`config.mk`:
```
export PLATFORM = sky130hd
export DESIGN_NAME = opfc_maxscan
export DESIGN_NICKNAME = d
export VERILOG_FILES = /design/src/sv/opfc_pkg.sv /design/src/sv/opfc_maxscan.sv
export VERILOG_INCLUDE_DIRS = /design/src /design/src/sv
export SDC_FILE = /design/constraint.sdc
export NUM_CORES = 1
export LEC_CHECK = 0
export BUFFER_PORTS_ARGS = -buffer_cell sky130_fd_sc_hd__buf_4
export CAP_MARGIN = 0
export CORE_ASPECT_RATIO = 0.75
export CORE_MARGIN = 1.5
export CORE_UTILIZATION = 32
export DETAILED_ROUTE_END_ITERATION = 8
export SYNTH_ARGS = -nofsm -noshare
export SYNTH_HDL_FRONTEND = slang
export SYNTH_SLANG_ARGS = --single-unit
```
`constraint.sdc`:
```
create_clock -name clk_i -period 5.9 [get_ports clk_i]
set_clock_uncertainty 0.05 [all_clocks]
set_input_delay 0 -clock clk_i [delete_from_list [all_inputs] [get_ports clk_i]]
set_output_delay 0 -clock clk_i [all_outputs]
set_load 0.01 [all_outputs]
```
`src/sv/opcode_pair_frequency_counter_core_assert.svh`:
```
// Assertion macros for the opcode pair frequency counter.
// Used by opfc_maxscan and the top-level core; no other dependencies.
`ifndef OPCODE_PAIR_FREQUENCY_COUNTER_CORE_ASSERT_SVH
`define OPCODE_PAIR_FREQUENCY_COUNTER_CORE_ASSERT_SVH
`ifndef SYNTHESIS
`define OPFC_ASSERT(lbl, clk, rstn, prop, msg) \
  lbl: assert property (@(posedge clk) disable iff (!rstn) (prop)) else $error(msg);
`define OPFC_ASSERT_IMPLY(lbl, clk, rstn, ante, cons, msg) \
  lbl: assert property (@(posedge clk) disable iff (!rstn) (ante) |-> (cons)) else $error(msg);
`else
`define OPFC_ASSERT(lbl, clk, rstn, prop, msg)
`define OPFC_ASSERT_IMPLY(lbl, clk, rstn, ante, cons, msg)
`endif
`endif

```
`src/sv/opfc_pkg.sv`:
```
// Shared constants and types of the opcode pair frequency counter.
// No dependencies; imported by opfc_maxscan and the top level.
`default_nettype none

package opfc_pkg;

  localparam int unsigned NUM_OPCODES_DEF = 128;
  localparam int unsigned COUNT_WIDTH_DEF = 32;
  localparam int unsigned MAX_ROWS_DEF    = 64;

  // Fixed field widths of the stream payload
  localparam int unsigned OPCODE_W    = 7;
  localparam int unsigned ROWS_W      = 7;
  localparam int unsigned OUT_COUNT_W = 32;
  localparam int unsigned IN_DATA_W   = 16;
  localparam int unsigned OUT_DATA_W  = 48;

  // Status of the max-search unit after a pass over the table
  typedef struct packed {
    logic found;   // at least one nonzero counter seen
    logic multi;   // at least two nonzero counters seen
  } opfc_scan_stat_t;

endpackage

`default_nettype wire

```
`src/sv/opfc_maxscan.sv`:
```
// Max-search unit: one compare per cycle over the streamed table entries while en_i is high.
// Depends on opfc_pkg and the assertion macro header.
`default_nettype none
`include "opcode_pair_frequency_counter_core_assert.svh"

module opfc_maxscan #(
  parameter int unsigned CW  = 32,
  parameter int unsigned OPW = 7,
  parameter int unsigned AW  = 14
) (
  input  logic                      clk_i,
  input  logic                      rst_ni,
  input  logic                      start_i,
  input  logic                      en_i,
  input  logic [CW-1:0]             data_i,
  input  logic [OPW-1:0]            row_i,
  input  logic [OPW-1:0]            col_i,
  input  logic [AW-1:0]             addr_i,
  output logic [CW-1:0]             best_count_o,
  output logic [OPW-1:0]            best_row_o,
  output logic [OPW-1:0]            best_col_o,
  output logic [AW-1:0]             best_addr_o,
  output opfc_pkg::opfc_scan_stat_t stat_o
);
  import opfc_pkg::*;

  logic [CW-1:0]  best_count_q, best_count_d;
  logic [OPW-1:0] best_row_q, best_row_d;
  logic [OPW-1:0] best_col_q, best_col_d;
  logic [AW-1:0]  best_addr_q, best_addr_d;
  logic [1:0]     nz_cnt_q, nz_cnt_d;
  logic           greater;

  // strict compare: earliest index keeps ties
  assign greater = (data_i > best_count_q);

  always_comb begin
    best_count_d = best_count_q;
    best_row_d   = best_row_q;
    best_col_d   = best_col_q;
    best_addr_d  = best_addr_q;
    nz_cnt_d     = nz_cnt_q;
    if (start_i) begin
      best_count_d = '0;
      best_row_d   = '0;
      best_col_d   = '0;
      best_addr_d  = '0;
      nz_cnt_d     = '0;
    end else if (en_i) begin
      if (greater) begin
        best_count_d = data_i;
        best_row_d   = row_i;
        best_col_d   = col_i;
        best_addr_d  = addr_i;
      end
      if ((data_i != '0) && (nz_cnt_q != 2'd2)) begin
        nz_cnt_d = nz_cnt_q + 2'd1;
      end
    end
  end

  always_ff @(posedge clk_i or negedge rst_ni) begin
    if (!rst_ni) begin
      best_count_q <= '0;
      nz_cnt_q     <= '0;
    end else begin
      best_count_q <= best_count_d;
      nz_cnt_q     <= nz_cnt_d;
    end
  end

  always_ff @(posedge clk_i) begin
    best_row_q  <= best_row_d;
    best_col_q  <= best_col_d;
    best_addr_q <= best_addr_d;
  end

  assign best_count_o = best_count_q;
  assign best_row_o   = best_row_q;
  assign best_col_o   = best_col_q;
  assign best_addr_o  = best_addr_q;
  assign stat_o.found = (nz_cnt_q != 2'd0);
  assign stat_o.multi = (nz_cnt_q == 2'd2);

  `OPFC_ASSERT(a_found_matches_best, clk_i, rst_ni, stat_o.found == (best_count_q != '0), "found flag disagrees with best count")
  `OPFC_ASSERT_IMPLY(a_multi_implies_found, clk_i, rst_ni, stat_o.multi, stat_o.found, "multi set without found")
  `OPFC_ASSERT_IMPLY(a_start_clears, clk_i, rst_ni, start_i, ##1 (nz_cnt_q == 2'd0), "start did not clear the search")

endmodule

`default_nettype wire

```
* Word-level counts from Yosys, hierarchy flattened
Cells that the tools add are included.
Storage, ports and cells: memory bits (read-only) 0, output and inout bits 62, logic and storage cells 24, memory bits (writable) 0, register bits after elaboration 62, memories 0, bits in latches 0
Operators by class: reduce and logical (&&, ||, !) cells 9, bitwise operators 0, magnitude comparators 1, equal/unequal tests 2, mux-type cells 6, div/mod/pow operators 0, shift operators 0, $mul 0, add/sub/neg operators 1
Operators by type and width (count):
- $mux W32 | 3
- $gt A32 B32 Y1 | 1
- $reduce_bool A32 Y1 | 1
- $reduce_bool A2 Y1 | 4
- $mux W2 | 3
- $reduce_and A2 Y1 | 3
- $add A2 B1 Y2 const B | 1
- $eq A2 B2 Y1 const B | 1
- $ne A2 B2 Y1 const B | 1
- $logic_and A1 B1 Y1 | 1

* Depth between registers and ports, before layout
Gate-level depths: netlist of the first run.
word-level depth 5, mapped depth 10, gate-level depth less buffers 8

* Least setup slack after synthesis of the first run
OpenSTA, ideal clock, no wires.
path kind register to register, from reg best_count_q[23], in the netlist best_count_o[23], to reg best_count_q[0], in the netlist best_count_o[0], path buffers 2, setup time 0.123 ns, arrival time 2.115 ns, cell stages (with the launch flop) 11, setup slack 3.613 ns, required time 5.727 ns, cells stage by stage dfrtp_1 -> inv_1 -> ha_1 -> a211oi_2 -> o21ai_1 -> a221o_1 -> or2_0 -> o21a_1 -> buf_6 -> buf_12 -> mux2i_1
On the way: cells in the longest elaborated chain, start to end 3
Ends and longest elaborated chain:
- from (decl) | line opfc_maxscan.sv:27 | logic [CW-1:0] best_count_q, best_count_d;
- from (signal assigned) | line opfc_maxscan.sv:67 | best_count_q <= best_count_d;
- $gt A32 B32 Y1 | line opfc_maxscan.sv:35 | assign greater = (data_i > best_count_q);
- $reduce_bool A2 Y1 (no line)
- $reduce_and A2 Y1 (no line)
No other way between the ends. A chain may end at the register's enable or synchronous reset.

* Final worst setup path of the first run
from reg best_count_q[14], in the netlist best_count_o[14], to reg best_count_q[24], in the netlist best_count_o[24]
Same word-level chain as after synthesis.

==> results.rst, run 1 <==
.. list-table::
   :header-rows: 1

   * - Metric
     - Value
   * - Run status
     - completed
   * - Via count of the first global-routing pass
     - 3432
   * - Post-synthesis instance area
     - 3910 um^2
   * - Max Slew Vio Count
     - 0
   * - Period minus WS final
     - between 3 and 4 ns
   * - Signal arrival time at the worst endpoint
     - 3.29 ns
   * - Number of post-CTS setup repair buffers
     - 0
   * - # clock sinks
     - 62
   * - Count of H-tree levels built during CTS
     - 3
   * - Number of flops mapped to enable cells by yosys
     - 0
   * - Cell leakage power
     - 2.59 nW
   * - Relative slew slack
     - between 20% and 30%
   * - Area occupied by registers
     - 1410 um^2
   * - Top-level port count
     - approximately 130
   * - IO Port Bufs
     - 125
   * - Maximum buffer depth of the clock tree
     - 2
   * - Clock root cell
     - clkbuf_16
   * - Total DRC errors in the routed layout
     - 0
   * - Cell count after synthesis
     - 401
   * - Crit path required time
     - slightly above 6 ns
   * - Proportion of netlist area held by the largest area contributor
     - 21.7%
   * - Setup-failing EPs final
     - 0
   * - Minimum setup slack among reg-to-reg paths
     - 2.81 ns
   * - Power Dens Cells
     - around 240 nW/um^2
   * - Post-detailed-routing wire length
     - between 9000 and 10000 um
   * - Avg Vias per Cell
     - 4.49
   * - GP Congestion
     - roughly 0.74
   * - Setup crit start kind
     - flip-flop
   * - Fin nets
     - 676
   * - Number of filler cells placed in the layout
     - around 1100
   * - Combined area of the multi-input logic cells
     - 2190 um^2
   * - Die Y
     - 98.8 um
   * - Diodes inserted
     - 0
   * - Synthesized area divided by synthesized cell count
     - about 9.8 um^2
   * - Largest area contributor in the netlist
     - dfrtp_1
   * - R2R Path End
     - best_count_o[24]
   * - Yosys warning total
     - 0
   * - Share of the cycle needed by the critical path after routing
     - 52.4%
   * - Proportion of synthesized chip area in sequential cells
     - 36.1%
   * - Area grow syn2layout
     - 47.2%
   * - Kind of capture point of the worst setup path
     - flip-flop
   * - Area after detailed placement
     - a little under 5000 um^2
   * - Slew at the pin closest to its max-slew limit
     - 1.15 ns
   * - Post-DP HPWL
     - between 6000 and 7000 um
   * - Setup TNS after final layout
     - 0 ns
   * - Number of distinct library cells after synthesis
     - 32
   * - Core Box Area
     - 11700 um^2
   * - Number of standard-cell rows in the floorplan
     - 34
   * - Number of hold-slack violations in the final timing report
     - 0
   * - Number of storage elements in the synthesis netlist
     - between 60 and 70
   * - Wirelength per Cell
     - 13.4 um
   * - DR pass1 iterations
     - 4
   * - Timing-limited maximum frequency
     - roughly 0.32 GHz
   * - IR Drop Worst-Case VDD
     - 0.126 mV
   * - Number of antenna violations at the first check in global routing
     - 0
   * - Number of nets with antenna violations after detailed routing
     - 0
   * - Max-cap violation count
     - 0
   * - Maximum number of pins on one net before global-route repair
     - 123
   * - Post-Syn Nets
     - 499
   * - Area of the die
     - 12900 um^2
   * - Clock transition at the registers of the reported paths
     - around 0.050 ns
   * - Horizontal extent of the die
     - 131 um
   * - Start-to-end type of the worst setup path
     - reg2reg
   * - Cell types occupying the most area after synthesis
     - dfrtp_1 22%, nand2b_1 19%, mux2i_1 16%
   * - Share of layout cells above drive strength 1
     - 24.2%
   * - Starting Density
     - roughly a third
   * - Final Core Density
     - 49.1%
   * - Wire length of the first global-routing pass
     - 16200 um
   * - Latest clock arrival within the worst-skew pair
     - 0.33 ns
   * - Finished layout cell area
     - around 5800 um^2
   * - Async set-reset flop share out of synthesis
     - 54.8%
   * - Startpoint of the worst-slack reg-to-reg timing path
     - best_count_o[14]
   * - Tightest Hold Check Type
     - in2async
   * - Via count
     - ~3300
   * - Total clock buffers created by CTS
     - 9
   * - Unrepaired setup endpoints after global routing
     - no
   * - Top flip-flop cell by instance count after synthesis
     - dfrtp_1
   * - Number of DRC markers after the initial detailed-route iteration
     - around 140
   * - Gr usage total
     - 16.0%
   * - Largest fanout of any net on the critical path
     - 60
   * - Gr ovfl total
     - 0
   * - Clock tree from TritonCTS
     - built
   * - Worst r2r path cells
     - 8
==> cell usage after synthesis (2+ instances only) <==
master      n
o21a_1      2
dfxtp_1    28
a21oi_1    11
nand4_1     8
a221o_1     2
mux2i_1    61
o21ai_0     2
dfrtp_1    34
nand2_1     9
nand2b_1  120
o21bai_1    2
clkbuf_1   13
buf_12      6
nor2_1      6
nor4_1     10
inv_1      37
ha_1       34
or3_1       2
==> sequential cells by signal (all words and copies together) (netlist names) <==
| name | flops |
|---|---|
| best_col_o | 7 |
| best_row_o | 7 |
| best_addr_o | 14 |
| nz_cnt_q | 2 |
| best_count_o | 32 |
==> area by class of cell <==
cell class / instances / share of cell area, %
clock inverters: 4 / 0.391
clock buffers: 12 / 4.28
inverters: 37 / 2.41
multi-input cells: 282 / 38.0
repair buffers: 186 / 26.9
flip-flops and latches: 62 / 24.5
well taps: 162 / 3.52
==> cell families (layout without fill, tap and decap cells) <==
group,Yosys count,in the layout,synth area share [%]
fa+ha+maj,34,34,10.9
simple gates,158,158,24.3
xor+xnor,1,1,0.224
buf+inv,57,239,8.15
mux,61,61,15.6
compound gates,28,28,4.80
flops,62,62,36.1
==> where the power goes <==
group,switching [W],total [W],internal [W]
logic,0.000179,0.000394,0.000214
registers,0.0000329,0.000501,0.000468
clock network,0.000189,0.000482,0.000293
==> what timing repair did <==
item | 4_1_cts | 5_1_grt
gates resized for setup | 0 | 0
endpoints found under the hold margin | 94 | 0
hold buffers | 61 | 0
==> worst max-delay path, cell delays in order (launching register included) <==
cell and delay, ns:
dfrtp_1 0.37, inv_1 0.05, ha_1 0.31, nand4_1 0.16, nor4_1 0.46, a21boi_0 0.23, a211o_1 0.16, o21a_4 0.87
mux2i_1 0.28
==> through the flow <==
step                setup WS (ns)  hold WS, ns  total power [W]  std cells
finish                       2.81        0.124          0.00138        745
global route                 2.47        0.165          0.00146        745
CTS                          2.74        0.139          0.00140        745
detailed placement           2.75      -0.0593         0.000873        668
global placement             2.81      -0.0626         0.000864        668
floorplan                    3.61       -0.346         0.000740        401
==> how the worst max path moves through the flow <==
stage	slack, ns	to	cells after the start	startpoint
detailed placement	2.75	best_count_o[24]	8	best_count_o[14]
floorplan	3.61	best_count_o[0]	10	best_count_o[23]
CTS	2.74	best_count_o[27]	8	best_count_o[14]
finish	2.81	best_count_o[24]	8	best_count_o[14]
global route	2.47	best_count_o[14]	8	best_count_o[14]
global placement	2.81	best_count_o[6]	8	best_count_o[14]
==> routing by layer <==
metal / global-route usage, % / part of all wire, % / vias to the layer above
li1: - / - / 1695
met1: 20.5 / 47 / 1556
met2: 25.7 / 46 / 84
met3: 5.43 / 6.3 / 11
met4: 4.65 / 1.2 / 0
met5: 0 / 0 / -
==> placed cells by master, fill, tap and decap left out, types with 2 or more instances in the layout <==
master and instances:
nand2b_1 120, clkinv_2 3, buf_4 125, a21oi_1 11
dfxtp_1 28, or3_1 2, a221o_1 2, mux2i_1 61
o21bai_1 2, clkbuf_16 9, inv_1 37, nor4_1 10
ha_1 34, clkbuf_1 2, dlygate4sd3_1 61, nand4_1 8
nand2_1 9, dfrtp_1 34, nor2_1 6, o21ai_0 2
Power figures use the tool's default switching activity.
==> inputs of run 2 (changes only) <==
Clock period 5.9 ns to 3.2 ns, I/O delays scaled along.
==> results.rst, run 2 (synthesis results as in run 1) <==
.. list-table::
   :header-rows: 1

   * - Metric
     - Value
   * - Sequential power share
     - 35.6%
   * - Avg Vias per Cell
     - approximately 4.5
   * - Power Internal
     - 0.00185 W
   * - Core Box Area
     - 11700 um^2
   * - Final WS setup
     - 0.410 ns
   * - Slew at the pin closest to its max-slew limit
     - 0.877 ns
   * - Relative slew slack
     - 41.5%
   * - Number of post-CTS setup repair buffers
     - 0
   * - Number of hold-slack violations in the final timing report
     - 0
   * - Crit path required time
     - between 3 and 4 ns
   * - Sw frac
     - 28.3%
   * - GP Congestion
     - 0.697
   * - Place WS
     - 0.418 ns
   * - Top-level port count
     - between 100 and 150
   * - # clock sinks
     - 62
   * - Share of power burned in the clock network
     - between 30 and 40%
   * - Combined area of the multi-input logic cells
     - 2190 um^2
   * - Part of the power in combinational logic
     - between 20% and 30%
   * - Starting Density
     - between 30% and 40%
   * - Share of the cycle needed by the critical path after routing
     - 87.2%
   * - Setup crit start kind
     - flip-flop
   * - Number of filler cells placed in the layout
     - 1119
   * - Max-cap violation count
     - 0
   * - Finished layout cell area
     - around 5800 um^2
   * - Start-to-end type of the worst setup path
     - reg2reg
   * - Commonest non-fill, non-tap cell in the layout
     - buf_4
   * - Cell leakage power
     - 2.62 nW
   * - Flip-flop count of the largest register after layout
     - 32
   * - Unrepaired setup endpoints after global routing
     - no
   * - Max Slew Vio Count
     - 0
   * - Slowest Stage Delay on Critical Path
     - 0.41 ns
   * - Wire length of the first global-routing pass
     - 16800 um
   * - IO Port Bufs
     - 125
   * - List of cells traversed by the critical path
     - inv_1, ha_1, nand4_1, nor4_1, a21boi_0, a211o_1, o21a_4, buf_4, mux2i_1
   * - Area of the die
     - 12900 um^2
   * - Largest fanout of any net on the critical path
     - 20
   * - Fin nets
     - approximately 680
   * - Net load switching power
     - between 0.0007 and 0.0008 W
   * - IR Drop Worst-Case VDD
     - 0.246 mV
   * - Maximum buffer depth of the clock tree
     - 2
   * - Diodes inserted
     - 0
   * - Clock transition at the registers of the reported paths
     - 0.05 ns
   * - Number of antenna violations at the first check in global routing
     - 0
   * - Commonest cells after routing, fill and taps aside
     - 127 x buf_4, 120 x nand2b_1, 61 x mux2i_1, 61 x dlygate4sd3_1, 37 x inv_1
   * - Clock tree from TritonCTS
     - built
   * - Hold_ws
     - roughly 0.13 ns
   * - Area occupied by registers
     - around 1400 um^2
   * - Clock root cell
     - clkbuf_16
   * - Cell type group with the largest total delay on the critical path
     - compound AO/OA/AOI/OAI gates
   * - DR pass1 iterations
     - 4
   * - Critical path buffer and inverter count
     - 2
   * - Signal arrival time at the worst endpoint
     - 2.98 ns
   * - Power Dens Cells
     - 445 nW/um^2
   * - Maximum number of pins on one net before global-route repair
     - around 120
   * - Period minus WS final
     - roughly 2.8 ns
   * - Post-cts hold buffer count
     - 61
   * - Wirelength per Cell
     - around 14 um
   * - Area grow syn2layout
     - 48.4%
   * - Critical path's slowest cell
     - nor4_1
   * - Latest clock arrival within the worst-skew pair
     - 0.32 ns
   * - Number of nets with antenna violations after detailed routing
     - 0
   * - Timing-limited maximum frequency
     - 0.358 GHz
   * - Count of H-tree levels built during CTS
     - 3
   * - Via count of the first global-routing pass
     - 3605
   * - Number of DRC markers after the initial detailed-route iteration
     - 108
   * - Kind of capture point of the worst setup path
     - flip-flop
   * - Area after detailed placement
     - 4920 um^2
   * - Gr ovfl total
     - 0
   * - Total clock buffers created by CTS
     - 9
   * - Via count
     - 3356
   * - Post-detailed-routing wire length
     - 10300 um
   * - Tightest Hold Check Type
     - in2async
   * - Total of cells resized after clock tree synthesis
     - 0
   * - Post-DP HPWL
     - about 7000 um
   * - Number of standard-cell rows in the floorplan
     - 34
   * - Gr usage total
     - 16.6%
   * - Share of layout cells above drive strength 1
     - 24.2%
   * - Die Y
     - 98.8 um
   * - Setup TNS after final layout
     - 0 ns
   * - Horizontal extent of the die
     - 131 um
   * - Total DRC errors in the routed layout
     - 0
   * - Run status
     - completed
   * - Setup-failing EPs final
     - 0
[run 2: cell types whose count changed in the layout (fill, tap and decap cells not counted)]
cell,previous run,this run
clkinv_2,3,0
buf_4,125,127
clkbuf_1,2,4
clkbuf_8,1,3
buf_12,0,1
clkinvlp_4,1,0
[run 2: worst reg2reg max path: stages, from the launching register on]
cell and delay [ns]:
dfrtp_1 0.36, inv_1 0.05, ha_1 0.31, nand4_1 0.16, nor4_1 0.41, a21boi_0 0.22, a211o_1 0.17, o21a_4 0.38
buf_4 0.35, mux2i_1 0.24
[run 2: power by group through the flow]
stage / clock [W] / sequential (W) / combinational, W
after floorplan: 0 / 0.000961 / 0.000402
after global placement: 0 / 0.000932 / 0.000673
after detailed placement: 0 / 0.000935 / 0.000687
after CTS: 0.000959 / 0.000921 / 0.000750
after global routing: 0.000992 / 0.000931 / 0.000821
final: 0.000922 / 0.000921 / 0.000741
[run 2: layout make-up]
type                       instances  share of cell area, %
clock buffer                      16                   4.85
inverter                          37                   2.39
multi-input combinational        282                   37.7
sequential                        62                   24.3
tap                              162                   3.49
timing repair buffer             189                   27.3
[run 2: final timing paths]
kind	start	end	depth (start not counted)	slack (ns)
min	rst_ni	best_count_o[10]	2	0.13
max in group asynchronous	rst_ni	best_count_o[30]	2	2.63
max	best_count_o[14]	best_addr_o[12]	9	0.41
min in group clk_i	en_i	nz_cnt_q[0]	5	0.16
min reg2reg	best_row_o[0]	best_row_o[0]	2	0.42
max reg2reg	best_count_o[14]	best_addr_o[12]	9	0.41
[run 2: metal layers]
| metal | vias to the layer above | wire, um | track usage [%] |
|---|---|---|---|
| li1 | 1697 | - | - |
| met1 | 1564 | 4740 | 21.0 |
| met2 | 84 | 4820 | 27.6 |
| met3 | 11 | 659 | 5.65 |
| met4 | 0 | 72 | 3.13 |
| met5 | - | 0 | 0 |
[run 2: stage by stage]
step / util, % / std cells / power (W)
floorplan: - / 401 / 0.00136
global placement: 41.9 / 671 / 0.00160
detailed placement: 41.9 / 671 / 0.00162
CTS: 49.5 / 748 / 0.00263
global route: 49.5 / 748 / 0.00274
finish: 49.5 / 748 / 0.00258
